## src/rtl/reb_pkg.sv

```systemverilog
`timescale 1ns / 1ps

package reb_pkg;

  localparam int CfgBits           = 16;
  localparam int CfgIdxBits        = 1;
  localparam int TimeBitsDefault   = 32;
  localparam int SumBitsDefault    = 16;
  localparam int EventBits         = 3;
  localparam int StepBits          = 5;

  localparam logic [CfgBits-1:0] NoiseFloorReset = 16'd50;
  localparam logic [CfgBits-1:0] LongPressReset  = 16'd500;

  typedef enum logic [EventBits-1:0] {
    EV_NONE  = 3'd0,
    EV_INC   = 3'd1,
    EV_DEC   = 3'd2,
    EV_SHORT = 3'd3,
    EV_LONG  = 3'd4
  } reb_event_e;

  typedef enum logic {
    OP_SAMPLE = 1'b0,
    OP_PULL   = 1'b1
  } reb_op_e;

  typedef enum logic [CfgIdxBits-1:0] {
    CFG_NOISE_FLOOR = 1'b0,
    CFG_LONG_PRESS  = 1'b1
  } reb_cfg_e;

  // quadrature step per transition history, impossible transitions give 14
  function automatic logic signed [StepBits-1:0] reb_step(input logic [3:0] hist);
    logic signed [StepBits-1:0] s;
    unique case (hist)
      4'd0, 4'd5, 4'd10, 4'd15:   s = 5'sd0;
      4'd2, 4'd4, 4'd11, 4'd13:   s = 5'sd1;
      4'd1, 4'd7, 4'd8, 4'd14:    s = -5'sd1;
      default:                    s = 5'sd14;
    endcase
    return s;
  endfunction

endpackage

```

## src/rtl/reb_turn.sv

```systemverilog
`timescale 1ns / 1ps

module reb_turn #(
  parameter int SUM_BITS = reb_pkg::SumBitsDefault
) (
  input  logic               clk_i,
  input  logic               rst_ni,
  input  logic               en_i,
  input  logic               phase_a_i,
  input  logic               phase_b_i,
  output reb_pkg::reb_event_e event_o
);
  import reb_pkg::*;

  localparam logic [SUM_BITS-1:0] PlusFour  = SUM_BITS'(4);
  localparam logic [SUM_BITS-1:0] MinusFour = ~PlusFour + SUM_BITS'(1);

  logic [3:0]            hist_q, hist_d;
  logic [SUM_BITS-1:0]   sum_q, sum_d;
  logic signed [StepBits-1:0] step;
  logic [SUM_BITS-1:0]   step_ext;
  logic [SUM_BITS-1:0]   sum_add;

  always_comb begin
    hist_d   = {hist_q[1:0], phase_a_i, phase_b_i};
    step     = reb_step(hist_d);
    step_ext = {{(SUM_BITS-StepBits){step[StepBits-1]}}, step};
    sum_add  = sum_q + step_ext;
    sum_d    = sum_add;
    event_o  = EV_NONE;
    if (sum_add[1:0] == 2'b00) begin
      sum_d = '0;
      if (sum_add == PlusFour) begin
        event_o = EV_INC;
      end else if (sum_add == MinusFour) begin
        event_o = EV_DEC;
      end
    end
  end

  always_ff @(posedge clk_i or negedge rst_ni) begin
    if (!rst_ni) begin
      hist_q <= '0;
      sum_q  <= '0;
    end else if (en_i) begin
      hist_q <= hist_d;
      sum_q  <= sum_d;
    end
  end

endmodule

```

## src/rtl/reb_button.sv

```systemverilog
`timescale 1ns / 1ps

module reb_button #(
  parameter int TIME_BITS = reb_pkg::TimeBitsDefault
) (
  input  logic                        clk_i,
  input  logic                        rst_ni,
  input  logic                        en_i,
  input  logic                        button_level_i,
  input  logic [TIME_BITS-1:0]        now_ms_i,
  input  logic [reb_pkg::CfgBits-1:0] noise_floor_i,
  input  logic [reb_pkg::CfgBits-1:0] long_press_i,
  output reb_pkg::reb_event_e         event_o
);
  import reb_pkg::*;

  logic                 held_q, held_d;
  logic [TIME_BITS-1:0] start_q, start_d;
  logic [TIME_BITS-1:0] held_time;

  always_comb begin
    held_d    = held_q;
    start_d   = start_q;
    held_time = now_ms_i - start_q;
    event_o   = EV_NONE;
    if (!button_level_i && !held_q) begin
      held_d  = 1'b1;
      start_d = now_ms_i;
    end else if (button_level_i && held_q) begin
      held_d = 1'b0;
      if (held_time > TIME_BITS'(noise_floor_i)) begin
        event_o = (held_time > TIME_BITS'(long_press_i)) ? EV_LONG : EV_SHORT;
      end
    end
  end

  always_ff @(posedge clk_i or negedge rst_ni) begin
    if (!rst_ni) begin
      held_q  <= 1'b0;
      start_q <= '0;
    end else if (en_i) begin
      held_q  <= held_d;
      start_q <= start_d;
    end
  end

endmodule

```

## src/rtl/rotary_encoder_button_event_decoder.sv

```systemverilog
`timescale 1ns / 1ps

// channel  direction  signals
// in       sink       in_valid_i, in_stall_o, opcode_i, phase_a_i, phase_b_i,
//                     button_level_i, now_ms_i
// out      source     out_valid_o, out_stall_i, cached_event_o
// cfg      sink       cfg_we_i, cfg_idx_i, cfg_wdata_i
//
// one transaction per cycle while no held result stalls the input; the result passes
// through the input register, the table add and compares, and the result register
// reset clears history, sum, button state, event cache and restores config defaults
// out stall holds the result register and then the input register; in_stall_o
// rises only while an item waits in the input register behind a held result

module rotary_encoder_button_event_decoder #(
  parameter int TIME_BITS = reb_pkg::TimeBitsDefault,
  parameter int SUM_BITS  = reb_pkg::SumBitsDefault
) (
  input  logic                           clk_i,
  input  logic                           rst_ni,
  input  logic                           in_valid_i,
  output logic                           in_stall_o,
  input  logic                           opcode_i,
  input  logic                           phase_a_i,
  input  logic                           phase_b_i,
  input  logic                           button_level_i,
  input  logic [TIME_BITS-1:0]           now_ms_i,
  output logic                           out_valid_o,
  input  logic                           out_stall_i,
  output logic [reb_pkg::EventBits-1:0]  cached_event_o,
  input  logic                           cfg_we_i,
  input  logic [reb_pkg::CfgIdxBits-1:0] cfg_idx_i,
  input  logic [reb_pkg::CfgBits-1:0]    cfg_wdata_i
);
  import reb_pkg::*;

  logic                 in_valid_q;
  reb_op_e              op_q;
  logic                 phase_a_q, phase_b_q, button_q;
  logic [TIME_BITS-1:0] now_q;

  logic                 out_valid_q;
  reb_event_e           result_q, result_d;
  reb_event_e           cache_q, cache_d;

  logic [CfgBits-1:0]   noise_floor_q;
  logic [CfgBits-1:0]   long_press_q;

  logic                 out_free;
  logic                 advance;
  logic                 in_accept;
  logic                 sample_en;
  reb_event_e           bev, tev;

  assign out_free   = !out_valid_q || !out_stall_i;
  assign advance    = in_valid_q && out_free;
  assign in_stall_o = in_valid_q && !out_free;
  assign in_accept  = in_valid_i && !in_stall_o;
  assign sample_en  = advance && (op_q == OP_SAMPLE);

  // config registers
  always_ff @(posedge clk_i or negedge rst_ni) begin
    if (!rst_ni) begin
      noise_floor_q <= NoiseFloorReset;
      long_press_q  <= LongPressReset;
    end else if (cfg_we_i) begin
      unique case (reb_cfg_e'(cfg_idx_i))
        CFG_NOISE_FLOOR: noise_floor_q <= cfg_wdata_i;
        CFG_LONG_PRESS:  long_press_q  <= cfg_wdata_i;
        default:         ;
      endcase
    end
  end

  // input register
  always_ff @(posedge clk_i or negedge rst_ni) begin
    if (!rst_ni) begin
      in_valid_q <= 1'b0;
    end else if (!in_stall_o) begin
      in_valid_q <= in_valid_i;
    end
  end

  always_ff @(posedge clk_i) begin
    if (in_accept) begin
      op_q      <= reb_op_e'(opcode_i);
      phase_a_q <= phase_a_i;
      phase_b_q <= phase_b_i;
      button_q  <= button_level_i;
      now_q     <= now_ms_i;
    end
  end

  reb_button #(
    .TIME_BITS(TIME_BITS)
  ) u_button (
    .clk_i         (clk_i),
    .rst_ni        (rst_ni),
    .en_i          (sample_en),
    .button_level_i(button_q),
    .now_ms_i      (now_q),
    .noise_floor_i (noise_floor_q),
    .long_press_i  (long_press_q),
    .event_o       (bev)
  );

  reb_turn #(
    .SUM_BITS(SUM_BITS)
  ) u_turn (
    .clk_i    (clk_i),
    .rst_ni   (rst_ni),
    .en_i     (sample_en),
    .phase_a_i(phase_a_q),
    .phase_b_i(phase_b_q),
    .event_o  (tev)
  );

  // button event wins over a turn event
  always_comb begin
    cache_d  = cache_q;
    result_d = cache_q;
    if (op_q == OP_PULL) begin
      cache_d = EV_NONE;
    end else begin
      if (bev != EV_NONE) begin
        cache_d = bev;
      end else if (tev != EV_NONE) begin
        cache_d = tev;
      end
      result_d = cache_d;
    end
  end

  always_ff @(posedge clk_i or negedge rst_ni) begin
    if (!rst_ni) begin
      cache_q     <= EV_NONE;
      out_valid_q <= 1'b0;
    end else begin
      if (advance) begin
        cache_q <= cache_d;
      end
      if (out_free) begin
        out_valid_q <= in_valid_q;
      end
    end
  end

  always_ff @(posedge clk_i) begin
    if (advance) begin
      result_q <= result_d;
    end
  end

  assign out_valid_o    = out_valid_q;
  assign cached_event_o = result_q;

  a_pull_clears: assert property (@(posedge clk_i) disable iff (!rst_ni)
    advance && (op_q == OP_PULL) |=> cache_q == EV_NONE)
    else $error("cache not cleared after pull");

  a_result_follows: assert property (@(posedge clk_i) disable iff (!rst_ni)
    advance |=> out_valid_q)
    else $error("advanced item produced no result");

  a_stall_only_full: assert property (@(posedge clk_i) disable iff (!rst_ni)
    in_stall_o |-> in_valid_q && out_valid_q && out_stall_i)
    else $error("input stalled without a held item");

  a_sample_result_is_cache: assert property (@(posedge clk_i) disable iff (!rst_ni)
    sample_en |=> result_q == cache_q)
    else $error("sample result differs from cache");

endmodule

```

## config.mk

```make
export PLATFORM = sky130hd
export DESIGN_NAME = rotary_encoder_button_event_decoder
export DESIGN_NICKNAME = d
export VERILOG_FILES = /design/src/rtl/reb_pkg.sv /design/src/rtl/reb_turn.sv /design/src/rtl/reb_button.sv /design/src/rtl/rotary_encoder_button_event_decoder.sv
export SDC_FILE = /design/constraint.sdc
export NUM_CORES = 1
export LEC_CHECK = 0
export BUFFER_PORTS_ARGS = -buffer_cell sky130_fd_sc_hd__buf_2
export CORE_MARGIN = 1
export CORE_UTILIZATION = 61
export CTS_CLUSTER_SIZE = 28
export DETAILED_ROUTE_END_ITERATION = 7
export PLACE_DENSITY = 0.92
export SYNTH_ARGS = -nofsm -noshare
export SYNTH_HDL_FRONTEND = slang
export SYNTH_SLANG_ARGS = --single-unit
export TNS_END_PERCENT = 50
```

## constraint.sdc

```tcl
create_clock -name clk_i -period 5.25 [get_ports clk_i]
set_clock_uncertainty 0.1 [all_clocks]
set_input_delay 0.2625 -clock clk_i [delete_from_list [all_inputs] [get_ports clk_i]]
set_output_delay 0.2625 -clock clk_i [all_outputs]
set_load 0.005 [all_outputs]
```

**After elaboration in Yosys (flattened, before gate mapping)**

Memories as Yosys holds them, arrays and structs flattened.
Index checks and enable logic that the tools add are counted.
Widths: inputs -> output; s select.

- Bits in read-only memories: 80
- Logic and storage cells: 59
- Memories kept: 1
- Output and inout bits: 5
- Input port bits: 58
- Flip-flop bits (word level): 127

Memory list:

| memory | words | bits a word | rd ports | clocked after memory_dff | wr ports | RTL line | RTL |
|---|---|---|---|---|---|---|---|
| (name not given) | 16 | 5 | 1 | 0 | 0 | reb_pkg.sv:36 | `unique case (hist)` |

- Mux-type cells: 14
- Magnitude comparators: 2
- Equal/unequal tests: 2
- Reduce and logical (&&, ||, !) cells: 21
- $add $sub $neg: 2
- Bitwise gates (word level): 2

Operators by type and width:

| operator | number |
|---|---|
| $gt 32x16->1 | 2 |
| $sub 32x32->32 | 1 |
| $mux 3 | 10 |
| $add 16x16->16 | 1 |
| $eq 16x16->1 const B | 1 |
| $eq 16x3->1 const B | 1 |
| $mux 16 | 1 |
| $reduce_and 2->1 | 4 |
| $logic_and 1x1->1 | 6 |
| $logic_not 1->1 | 6 |
| $reduce_bool 3->1 | 2 |
| $logic_not 2->1 | 1 |
| $mux 1 | 2 |
| $mux 2 | 1 |
| $not 1->1 | 2 |
| $reduce_bool 2->1 | 1 |
| $logic_or 1x1->1 | 1 |

**Depth between registers and ports, before layout**

An unclocked memory read counts as a cell.

- Depth after elaboration: 10
- Depth in mapped cells: 20

**Hierarchy**

Synthesis repeated with hierarchy kept, for this count alone.

- Cell total of the unflattened synthesis: 835
- Area total of the unflattened synthesis: 8674.6 sq um

Modules (own cells, without submodules):

| module | seq. area each (sq um) | instances | cells an instance | area each (sq um) |
|---|---|---|---|---|
| reb_button | 825.8 | 1 | 526 | 4317.9 |
| rotary_encoder_button_event_decoder | 2108.3 | 1 | 145 | 2732.6 |
| reb_turn | 450.4 | 1 | 164 | 1624.1 |

**Worst setup path before layout**

Ideal clock, no wire load.

- Path kind: flip-flop to flip-flop
- Start point: register phase_a_q
- End point: register result_q[2] (netlist: cached_event_o[2]) (data pin)
- Slack: 1162 ps
- Arrival: 3729 ps
- Library setup time: 259 ps
- Buffers on the path: 0
- Cell stages (with the launch flop): 16
- Path through: edfxtp_1 > inv_1 > ha_1 > mux4_2 > ha_1 > a2111oi_0 > o21ai_0 > a311oi_1 > o21ai_0 > a21oi_1 > xor2_1 > nor4_1 > nand3b_1 > a21oi_1 > o21ai_1 > nand2_1

- Word-level cells in the longest chain between the ends: 10

Ends and longest elaborated chain:

| what | RTL line | RTL |
|---|---|---|
| start, declared | rotary_encoder_button_event_decoder.sv:39 | `logic phase_a_q, phase_b_q, button_q;` |
| start signal, assigned | rotary_encoder_button_event_decoder.sv:87 | `phase_a_q <= phase_a_i;` |
| $mem_v2 16x5 * | - |  |
| $add 16x16->16 * | reb_turn.sv:28 | `sum_add = sum_q + step_ext;` |
| $eq 16x16->1 | reb_turn.sv:35 | `end else if (sum_add == MinusFour) begin` |
| $mux 2 | reb_turn.sv:35 |  |
| $mux 3 | reb_turn.sv:33 | `if (sum_add == PlusFour) begin` |
| $mux 3 * | reb_turn.sv:31 | `if (sum_add[1:0] == 2'b00) begin` |
| $reduce_bool 3->1 | rotary_encoder_button_event_decoder.sv:127 | `end else if (tev != EV_NONE) begin` |
| $mux 3 * | rotary_encoder_button_event_decoder.sv:127 |  |
| $mux 3 * | rotary_encoder_button_event_decoder.sv:125 | `if (bev != EV_NONE) begin` |
| $mux 3 * | rotary_encoder_button_event_decoder.sv:122 | `if (op_q == OP_PULL) begin` |
| named net result_d[2] | rotary_encoder_button_event_decoder.sv:43 | `reb_event_e result_q, result_d;` |
| end signal, assigned | rotary_encoder_button_event_decoder.sv:150 | `result_q <= result_d;` |
| end, declared | rotary_encoder_button_event_decoder.sv:43 |  |

Mark *: on every way through the listed nets, which the timed path passes. The rest lies on a longest branch.
A chain may end at the register's enable or synchronous reset.

**Worst setup path after layout**

- Start point: register now_q[0]
- End point: register result_q[1] (netlist: cached_event_o[1]) (data pin)

- Word-level cells in the longest chain between the ends: 9

Ends and longest elaborated chain:

| what | RTL line | RTL |
|---|---|---|
| start, declared | rotary_encoder_button_event_decoder.sv:40 | `logic [TIME_BITS-1:0] now_q;` |
| start signal, assigned | rotary_encoder_button_event_decoder.sv:90 | `now_q <= now_ms_i;` |
| $sub 32x32->32 * | reb_button.sv:24 | `held_time = now_ms_i - start_q;` |
| $gt 32x16->1 | reb_button.sv:32 | `event_o = (held_time > TIME_BITS'(long_press_i)) ? EV_LONG : EV_SHORT;` |
| $mux 3 | reb_button.sv:32 |  |
| $mux 3 * | reb_button.sv:31 | `if (held_time > TIME_BITS'(noise_floor_i)) begin` |
| $mux 3 * | reb_button.sv:29 | `end else if (button_level_i && held_q) begin` |
| $mux 3 * | reb_button.sv:26 | `if (!button_level_i && !held_q) begin` |
| $reduce_bool 3->1 | rotary_encoder_button_event_decoder.sv:125 |  |
| $mux 3 * | rotary_encoder_button_event_decoder.sv:125 |  |
| $mux 3 * | rotary_encoder_button_event_decoder.sv:122 |  |
| named net result_d[1] | rotary_encoder_button_event_decoder.sv:43 |  |

Marks and branches as above.

==> results.md <==
* Pwr/cell area at 598 mW/mm2
* TritonCTS clock tree: built
* Residual DRC count at 0
* Total track usage at 32.3%
* Placed cell area at 0.00894 mm2
* Setup violations, final at 0
* Post-cts repair resize count at 0
* Synth area leader: dfrtp_1
* Hold_buf cts at 54
* Initial antenna violation count at 0
* Total CTS buffers at 17
* Final Non-Filler Cells at 1181
* Peak fanout along the critical path at 4
* First-pass GRT wire length at 36200 um
* ANT cells at 0
* Maximum root-to-sink buffer count at 2
* Required time worst endpoint at 5.43 ns
* I/O pin count at 63
* Die Y at 120 um
* Pleak at 4.52 nW
* CP arrival at 5.23 ns
* Worst Setup Path Type: reg2reg
* Via count at 7381
* Setup ws final at 0.202 ns
* Final Hold Vio Count at 0
* Die area at 0.0144 mm2
* Area growth from synthesis to layout at 18.5%
* Post-DR wirelength/cell at 18.6 um
* Max-cap violations at 0
* Asr flop ratio synth at 69.3%
* Largest net degree at the start of global routing at 59
* Final Cell Area at 0.0101 mm2
* DR iter-0 viols at 769
* RSZ-0062 raised after global routing: no
* Util after Layout at 75.0%
* Final period util at 96.2%
* Total chip power at 6.01 mW
* Period minus WS final at 5.05 ns
* Post-Place Cells at 1095
* Number of global-route vias before repair at 7548
* Total gr overflow at 0
* I/O Buffers at 62
* Most frequent cell after synthesis: nand2_1
* Antenna Violating Nets Remaining at 0
* Mapped Avg Cell Area at 9.67 um2
* Clk root buf: clkbuf_16
* Worst Hold Class: in2reg
* Gate count of the mapped netlist at 877
* Flops & latches, synth at 127
* H-tree depth at 4
* Slew Limit Headroom at 26.1%
* Fraction of layout cells with a size suffix above 1 at 17.6%
* Pre-CTS WS at 0.480 ns
* Nets at 1136
* Clock sinks at 127
* Commonest cells post-synth: nand2_1, ha_1, dfrtp_1
* Main synth FF type: dfrtp_1
* Die Wd at 120 um
* CP Capture Type: flip-flop
* Post-synth net total at 1021
* Top cells by area, synth: dfrtp_1, edfxtp_1, ha_1
* Setup TNS at 0 ns
* Starting Density at 63.3%
* Clock latency on the worst-skew pair at 0.44 ns
* Peak supply drop at 0.433 mV
* Status: completed
* Setup Buffers After CTS at 0
* Syn. warnings at 0
* Rows at 42
* Number of flops mapped to enable cells by yosys at 39
* Worst Tran Pin Value at 1.10 ns
* Area fraction of the dominant cell type after synthesis at 23.3%
* Drt first pass iters at 8
* Core Region at 0.0134 mm2
* Clock transition at path regs at 0.06 ns
* HPWL Detailed at 14000 um
* Share of the yosys chip area belonging to registers at 39.9%
* Crit path launch type: flip-flop
* Worst hold slack at 0.0295 ns
* Final estimated routing congestion in global placement at 0.937
* Distinct cells, synth at 73
* DR vias/cell at 6.25
* Drt total wl at 21900 um
* Fmax at 0.198 GHz
* Slew Viols, Final at 0
* Synth Cell Area at 0.00848 mm2
placed cells by master (no fill, tap or decap), types with 6 or more instances in the layout:
| cell type | n |
|---|---|
| a211oi_1 | 9 |
| clkinv_2 | 6 |
| o21ai_0 | 59 |
| dfrtp_1 | 79 |
| a31oi_1 | 7 |
| and2_1 | 6 |
| nand3_1 | 18 |
| nor2b_1 | 7 |
| dfstp_2 | 9 |
| nand2_1 | 97 |
| o211ai_1 | 11 |
| or3_1 | 8 |
| clkbuf_16 | 17 |
| nand4_1 | 16 |
| nand2b_1 | 11 |
| nor2_1 | 48 |
| ha_1 | 84 |
| xnor2_1 | 19 |
| a21o_1 | 16 |
| nor3_1 | 8 |
| mux2_2 | 49 |
| inv_1 | 76 |
| edfxtp_1 | 39 |
| a21oi_1 | 57 |
| xor2_1 | 13 |
| buf_2 | 61 |
| dlygate4sd3_1 | 54 |
| o21ai_1 | 10 |
kinds of logic (layout without fill, tap and decap cells):
family          count (synthesis)  after routing  share of synthesized area [%]
flops                         127            127                           39.9
compound gates                231            231                           17.8
buf+inv                        98            226                           4.51
simple gates                  248            248                           14.3
xor+xnor                       32             32                           3.30
mux                            55             55                           7.37
fa+ha+maj                      86             86                           12.9
critical path: stages (launching register included):
cell	delay, ns
edfxtp_1	0.33
inv_1	0.05
ha_1	0.24
fa_1	0.44
nand2b_1	0.20
a21oi_1	0.34
o2111a_1	0.31
nor2_1	0.08
xnor2_1	0.28
ha_1	0.30
nand2_1	0.10
nor2_1	0.07
a21oi_1	0.17
o211ai_1	0.12
a221o_1	0.34
o21ai_0	0.33
nor3b_1	0.50
inv_1	0.14
nor2_1	0.16
nor3_1	0.09
nor3_2	0.20
final timing paths:
kind                                start                end  slack (ns)  cells past startpoint
setup reg to reg                 now_q[0]  cached_event_o[1]        0.20                     20
hold reg to reg                in_valid_q        out_valid_o        0.39                      1
hold / removal             cfg_wdata_i[8]   noise_floor_q[8]        0.03                      3
max in group asynchronous          rst_ni    u_turn.sum_q[4]        3.75                      3
min in group asynchronous          rst_ni  noise_floor_q[11]        0.20                      2
setup / recovery                 now_q[0]  cached_event_o[1]        0.20                     20
report_power, final:
| part | switching, mW | internal [mW] | total (mW) | leakage [nW] |
|---|---|---|---|---|
| Combinational | 2.05 | 1.36 | 3.41 | 2.80 |
| Clock | 0.472 | 0.694 | 1.17 | 0.278 |
| Sequential | 0.158 | 1.28 | 1.44 | 1.44 |
| Total | 2.68 | 3.34 | 6.01 | 4.52 |
area by class of cell:
| type | instances | area, um2 |
|---|---|---|
| Clock buffer | 17 | 425 |
| Sequential cell | 127 | 3380 |
| Multi-Input combinational cell | 652 | 4720 |
| Clock inverter | 15 | 148 |
| Inverter | 76 | 285 |
| Fill cell | 859 | 3350 |
| Timing Repair Buffer | 118 | 868 |
| Tap cell | 176 | 220 |
flip-flops by register name, summed over array words and instances, names as in the netlist, 2 cells and up:
signal,count
u_turn.hist_q,2
long_press_q,16
now_q,32
u_button.start_q,32
noise_floor_q,16
cached_event_o,3
u_turn.sum_q,16
cache_q,3
metal layers:
layer | GRT usage (%) | up-vias | share of wire (%)
li1 | - | 3417 | -
met1 | 37.5 | 3478 | 40
met2 | 55.1 | 377 | 50
met3 | 6.61 | 109 | 5.9
met4 | 19.1 | 0 | 4.6
met5 | 0 | - | 0
Note: power is estimated with default switching activity, not from simulation.
